File: src/design/wl512_pkg.sv
`timescale 1ns / 1ps
// ----------------------------------------------------------------------------
// WELL512 generator package
// Shared types and constants: state table, action codes and result beat.
// ----------------------------------------------------------------------------
package wl512_pkg;

    localparam int unsigned WL_WORDS = 16;

    localparam logic [31:0] WL_TEMPER = 32'hDA442D24;

    typedef logic [31:0] word_arr_t [WL_WORDS];

    localparam word_arr_t WL_RESET_TABLE = '{
        32'hED441570, 32'h2BBB76C8, 32'h73276792, 32'h66739C9C,
        32'h6189D44A, 32'h2C1BAC00, 32'h9DEC31E8, 32'hB0100E59,
        32'hCDDF7074, 32'h42C707D0, 32'h6AAE869C, 32'h2F159D0D,
        32'h24AA6EEB, 32'h3786C1C7, 32'hB705D8A4, 32'hC89578C0
    };

    typedef enum logic [1:0] {
        ACT_WORD = 2'd0,
        ACT_BIT  = 2'd1,
        ACT_SEED = 2'd2
    } action_t;

    typedef struct packed {
        logic [1:0]  action;
        logic [31:0] seed;
    } request_t;

    typedef struct packed {
        logic [31:0] value;
        logic        bit_res;
    } result_t;

endpackage

File: src/design/wl512_core.sv
`timescale 1ns / 1ps
// ----------------------------------------------------------------------------
// WELL512 state core
// Holds the sixteen state words in rotated order, so that the recurrence
// always taps fixed places, plus the buffered bit word and its bit counter.
// Computes one result and the next state per step.
// ----------------------------------------------------------------------------
module wl512_core
(
    input  logic                clk,
    input  logic                rst_n,
    input  logic                step,
    input  wl512_pkg::request_t req,
    output wl512_pkg::result_t  res
);
    import wl512_pkg::*;

    word_arr_t   words_reg;
    word_arr_t   words_next;
    logic [31:0] bit_word_reg;
    logic [31:0] bit_word_next;
    logic [5:0]  bit_next_reg;
    logic [5:0]  bit_next_next;

    logic [31:0] a0;
    logic [31:0] c13;
    logic [31:0] b;
    logic [31:0] c;
    logic [31:0] a2;
    logic [31:0] d;
    logic [31:0] f;
    logic [31:0] e;
    logic        fetch;
    logic [31:0] bw;
    logic [5:0]  bn;
    logic [4:0]  pos;
    logic [31:0] prod [WL_WORDS/2];

    always_comb
    begin
        a0  = words_reg[0];
        c13 = words_reg[13];
        b   = a0 ^ c13 ^ (a0 << 16) ^ (c13 << 15);
        c   = words_reg[9] ^ (words_reg[9] >> 11);
        a2  = b ^ c;
        d   = a2 ^ ((a2 << 5) & WL_TEMPER);
        f   = words_reg[15];
        e   = f ^ b ^ d ^ (f << 2) ^ (b << 18) ^ (c << 28);
    end

    always_comb
    begin
        fetch = (bit_next_reg == 6'd0) || (bit_next_reg > 6'd32);
        bw    = fetch ? e : bit_word_reg;
        bn    = fetch ? 6'd1 : bit_next_reg;
        pos   = 5'(bn - 6'd1);
    end

    always_comb
    begin
        for (int k = 0; k < WL_WORDS / 2; k++)
        begin
            prod[k] = req.seed * 32'(k + 1);
        end
    end

    always_comb
    begin
        words_next    = words_reg;
        bit_word_next = bit_word_reg;
        bit_next_next = bit_next_reg;
        res.value     = 32'd0;
        res.bit_res   = 1'b0;
        unique case (req.action)
            ACT_WORD:
            begin
                words_next[0] = e;
                words_next[1] = a2;
                for (int i = 2; i < WL_WORDS; i++)
                begin
                    words_next[i] = words_reg[i-1];
                end
                res.value = e;
            end
            ACT_BIT:
            begin
                if (fetch)
                begin
                    words_next[0] = e;
                    words_next[1] = a2;
                    for (int i = 2; i < WL_WORDS; i++)
                    begin
                        words_next[i] = words_reg[i-1];
                    end
                end
                bit_word_next = bw;
                bit_next_next = (bn >= 6'd32) ? 6'd0 : bn + 6'd1;
                res.bit_res   = bw[pos];
                res.value     = bw & (32'd1 << pos);
            end
            ACT_SEED:
            begin
                for (int k = 0; k < WL_WORDS / 2; k++)
                begin
                    words_next[2*k]   = prod[k];
                    words_next[2*k+1] = ~prod[k];
                end
            end
            default:
            begin
                words_next = words_reg;
            end
        endcase
    end

    always_ff @(posedge clk or negedge rst_n)
    begin
        if (!rst_n)
        begin
            words_reg    <= WL_RESET_TABLE;
            bit_word_reg <= 32'd0;
            bit_next_reg <= 6'd0;
        end
        else if (step)
        begin
            words_reg    <= words_next;
            bit_word_reg <= bit_word_next;
            bit_next_reg <= bit_next_next;
        end
    end

endmodule

File: src/design/well512_random_generator.sv
`timescale 1ns / 1ps
// ----------------------------------------------------------------------------
// WELL512 random generator
// Streaming wrapper around the WELL512 state core.
//
// Input channel s_*: one beat per request. s_tuser carries the action
// (draw word, draw bit, reseed), s_tdata the seed, used only by a reseed.
// Output channel m_*: exactly one beat per request, in order. m_tdata
// carries the value, m_tuser the drawn bit.
// An accepted input beat passes the input register, then the state update and
// result register. Throughput: one beat per cycle while m_tready is high; the
// recurrence taps fixed places of the rotated state words, so each step is
// one pass of xor and shift logic.
// Reset: state words return to the fixed initial table, the bit buffer and
// its counter clear, and both channels empty.
// Stall: when m_tready is low the result holds in the output register, the
// input register fills and then s_tready drops; no beat is lost.
// ----------------------------------------------------------------------------
module well512_random_generator
(
    input  logic        clk,
    input  logic        rst_n,
    input  logic        s_tvalid,
    output logic        s_tready,
    input  logic [31:0] s_tdata,   // [31:0] seed
    input  logic [1:0]  s_tuser,   // [1:0] action
    output logic        m_tvalid,
    input  logic        m_tready,
    output logic [31:0] m_tdata,   // [31:0] value
    output logic [0:0]  m_tuser    // [0] bit_res
);
    import wl512_pkg::*;

    logic     in_vld_reg;
    request_t req_reg;
    logic     out_vld_reg;
    result_t  res_reg;
    result_t  res;
    logic     advance;

    assign advance  = in_vld_reg && (!out_vld_reg || m_tready);
    assign s_tready = !in_vld_reg || advance;

    always_ff @(posedge clk or negedge rst_n)
    begin
        if (!rst_n)
        begin
            in_vld_reg  <= 1'b0;
            out_vld_reg <= 1'b0;
        end
        else
        begin
            if (s_tready)
            begin
                in_vld_reg <= s_tvalid;
            end
            if (advance)
            begin
                out_vld_reg <= 1'b1;
            end
            else if (m_tready)
            begin
                out_vld_reg <= 1'b0;
            end
        end
    end

    always_ff @(posedge clk)
    begin
        if (s_tready && s_tvalid)
        begin
            req_reg.action <= s_tuser;
            req_reg.seed   <= s_tdata;
        end
        if (advance)
        begin
            res_reg <= res;
        end
    end

    wl512_core u_core
    (
        .clk   (clk),
        .rst_n (rst_n),
        .step  (advance),
        .req   (req_reg),
        .res   (res)
    );

    assign m_tvalid   = out_vld_reg;
    assign m_tdata    = res_reg.value;
    assign m_tuser[0] = res_reg.bit_res;

endmodule

File: config.mk
export PLATFORM = sky130hd
export DESIGN_NAME = well512_random_generator
export DESIGN_NICKNAME = d
export VERILOG_FILES = /design/src/design/wl512_pkg.sv /design/src/design/wl512_core.sv /design/src/design/well512_random_generator.sv
export SDC_FILE = /design/constraint.sdc
export NUM_CORES = 2
export LEC_CHECK = 0
export BUFFER_PORTS_ARGS = -buffer_cell sky130_fd_sc_hd__buf_2
export CAP_MARGIN = 10
export CORE_UTILIZATION = 57
export CTS_BUF_LIST = sky130_fd_sc_hd__clkbuf_16
export CTS_CLUSTER_DIAMETER = 60
export CTS_CLUSTER_SIZE = 8
export DETAILED_ROUTE_END_ITERATION = 7
export PLACE_DENSITY_LB_ADDON = 0.1
export SYNTH_ARGS = -nofsm -noshare
export SYNTH_HDL_FRONTEND = slang
export SYNTH_SLANG_ARGS = --single-unit
File: constraint.sdc
create_clock -name clk -period 9.8 [get_ports clk]
set_input_delay 0.49 -clock clk [delete_from_list [all_inputs] [get_ports clk]]
set_output_delay 0.49 -clock clk [all_outputs]
set_load 0.03 [all_outputs]
==> flow_summary.yaml <==
logic_synthesis:
  async_flop_share_pct: 89.2
  ys_top_cells_by_area: "dfrtp_1, dfstp_2, nand2_1"
  synth_cell_types: 81
  yosysWarnings: 0
  synth.avg_cell_area_um2: 9.25
  synth_common_cells: "nand2_1, o21ai_0, a21oi_1"
  synth_edf_count: 67
  synth_top_flop_cell: "dfrtp_1"
  yosysMostFrequentCell: "nand2_1"
  yosysTopAreaCellShare_pct: 22.7
  syn_nets: 3867
  synth-seq-cells: 619
  synth_area_um2: 34000
  synth_top_cell_by_area: "dfrtp_1"
  yosysSeqAreaShare_pct: 47.4
  synthCells: 3675
setup_path:
  reg2reg_depth: 8
  path_common_cell: "buf_4"
  r2r_slack_ns: 5.41
  critical_path.max_fanout: 107
  path_delay_family: "buffers and inverters"
  start_kind: "register"
  cp_num_buf_inv: 3
  path_depth: 8
  required_ns: 10.27
  crit_arrival_ns: 4.86
  critical_path.cell_chain: "buf_4, or4_4, o21ai_1, a21oi_2, o21ai_4, buf_4, buf_4, o21ai_0"
  cp-end-kind: "register"
  worstSetupEndpoint: "u_core.words_reg[263]"
  r2r_start: "u_core.bit_next_reg[0]"
  startpoint: "u_core.bit_next_reg[0]"
  max_stage_delay_ns: 0.87
  r2r_end: "u_core.words_reg[263]"
  worst-setup-path-type: "register to register"
  crit_slowest_cell: "buf_4"
die:
  fp.dieW_um: 246
  die_y_um: 246
  core_area_um2: 59000
  die_area_um2: 60600
  rows: 89
  ioPinCount: 73
  start_util_pct: 57.6
route:
  wl_per_cell_um: 22.2
  drc_errors: 0
  drtAntennaViolNets: 0
  dr.pass1.iters: 6
  wl_um: 99200
  avgViaCountPerCell: 6.20
  first_iter_violations: 2631
  vias: 27700
pwr:
  p_clk_share_pct: 23.6
  comb_power_share_pct: 37.7
  power_density_nw_per_um2: 321
  p_int_uw: 7180
  p_switching_uw: 4750
  pwr-share-seq_pct: 38.8
  leakagePower_uw: 0.0160
  peakVddDrop_v: 0.000186
  p_sw_share_pct: 39.8
cts:
  cts_root_buf: "clkbuf_16"
  cts_resized: 0
  cts.reportedPaths.clkPinSlew_ns: 0.05
  htreeDepth: 3
  cts_sinks: 619
  hold_buffers: 0
  clockBufferDepth: 3
  post_cts_buffers: 0
  numCtsBuffers: 88
  insertion_delay_ns: 0.64
  cts_tree: "yes"
timing:
  rsz0062_at_grt: "false"
  fin_hold_ws_ns: -0.0422
  fin_tns_setup_ns: 0
  setup_violations: 0
  max_freq_mhz: 228
  min_period_ns: 4.39
  slew_headroom_pct: 28.6
  hold_viol: 20
  worst_slew_pin_slew_ns: 1.07
  period_share_pct: 44.8
  slew_viol_final: 0
  skew_ns: 0.0284
layout:
  fill_cells: 4948
  register_area_um2: 16100
  largest_reg_flops: 416
  drive_above_1_share_pct: 13.4
  multi_input_area_um2: 16700
  final_nets: 3817
  synthToLayoutAreaGrowth_pct: 9.39
  post-route-util_pct: 63.0
global_route:
  grt_usage_pct: 33.2
  grt_overflow_total: 0
  grt_pass1_vias: 26300
  grt_max_degree: 237
  grt_antenna_before_repair: 1
  grt_pass1_wl_um: 154000
place:
  numPortBuffers: 72
  gp_congestion: 0.945
  hpwl_um: 68300
status:
  violations: "negative hold slack"
  outcome: "finished with violations"
worst_hold_path:
  hold_class: "primary input to async pin"
run:
  drv_cap: 0
[per-stage QoR]
stage          instance area [um2]  std cells  setup WS, ns  power, uW
2_1_floorplan                34000       3675          6.14       7440
4_1_cts                      37200       4471          5.47      11900
3_3_place_gp                 34600       4308          5.53       8910
3_5_place_dp                 34600       4308          5.50       9050
6_report                     37200       4472          5.41      11900
5_1_grt                      37200       4471          5.11      12600
[worst min path at each step]
stage | end | startpoint
after floorplan | in_vld_reg | rst_n
after global placement | u_core.words_reg[34] | u_core.words_reg[34]
after detailed placement | u_core.words_reg[34] | u_core.words_reg[34]
after CTS | req_reg[8] | s_tdata[8]
after global routing | req_reg[8] | s_tdata[8]
final | u_core.words_reg[195] | rst_n
[cell usage in the layout, fill, tap and decap left out, types with 64 or more instances in the layout]
cell,instances
ha_1,122
inv_1,91
nand3_1,96
buf_2,71
a21oi_1,381
edfxtp_1,67
o21ai_0,406
nand2_1,630
clkbuf_16,89
a21o_1,64
nor2_1,276
dfrtp_1,309
xnor2_1,226
dfstp_2,243
[cells by family after synthesis]
group,share of synthesized area (%)
AND/OR/NAND/NOR,14.9
AO/OA/AOI/OAI,19.5
flip-flops,47.4
XOR/XNOR,7.19
buffers and inverters,3.39
adder cells (fa/ha/maj),6.37
multiplexers,1.25
[layout make-up]
| class | instances | area share (%) |
|---|---|---|
| clock inverter | 74 | 0.895 |
| tap | 773 | 2.60 |
| sequential | 619 | 43.4 |
| multi-input combinational | 2787 | 45.0 |
| clock buffer | 89 | 5.99 |
| timing repair buffer | 101 | 1.82 |
| inverter | 28 | 0.283 |
| antenna | 1 | 0.00673 |
[layer usage]
layer | track usage [%] | wire [um] | part of all wire, %
met5 | 0 | 13 | 0.013
met4 | 12.0 | 3100 | 3.1
met3 | 6.34 | 8200 | 8.3
met2 | 48.5 | 43300 | 44
met1 | 48.8 | 44600 | 45
[power by group through the flow]
stage / clock network (uW) / logic, uW / registers [uW]
after floorplan: 0 / 3100 / 4340
after global placement: 0 / 4330 / 4580
after detailed placement: 0 / 4430 / 4620
after CTS: 2850 / 4450 / 4590
after global routing: 2960 / 4900 / 4700
final: 2810 / 4490 / 4620
[worst reg2reg max path, cell delays in order (launching register included)]
cell	delay, ns
dfrtp_1	0.35
buf_4	0.24
or4_4	0.57
o21ai_1	0.24
a21oi_2	0.14
o21ai_4	0.73
buf_4	0.78
buf_4	0.93
o21ai_0	0.25
Note: power is estimated with default switching activity, not from simulation.
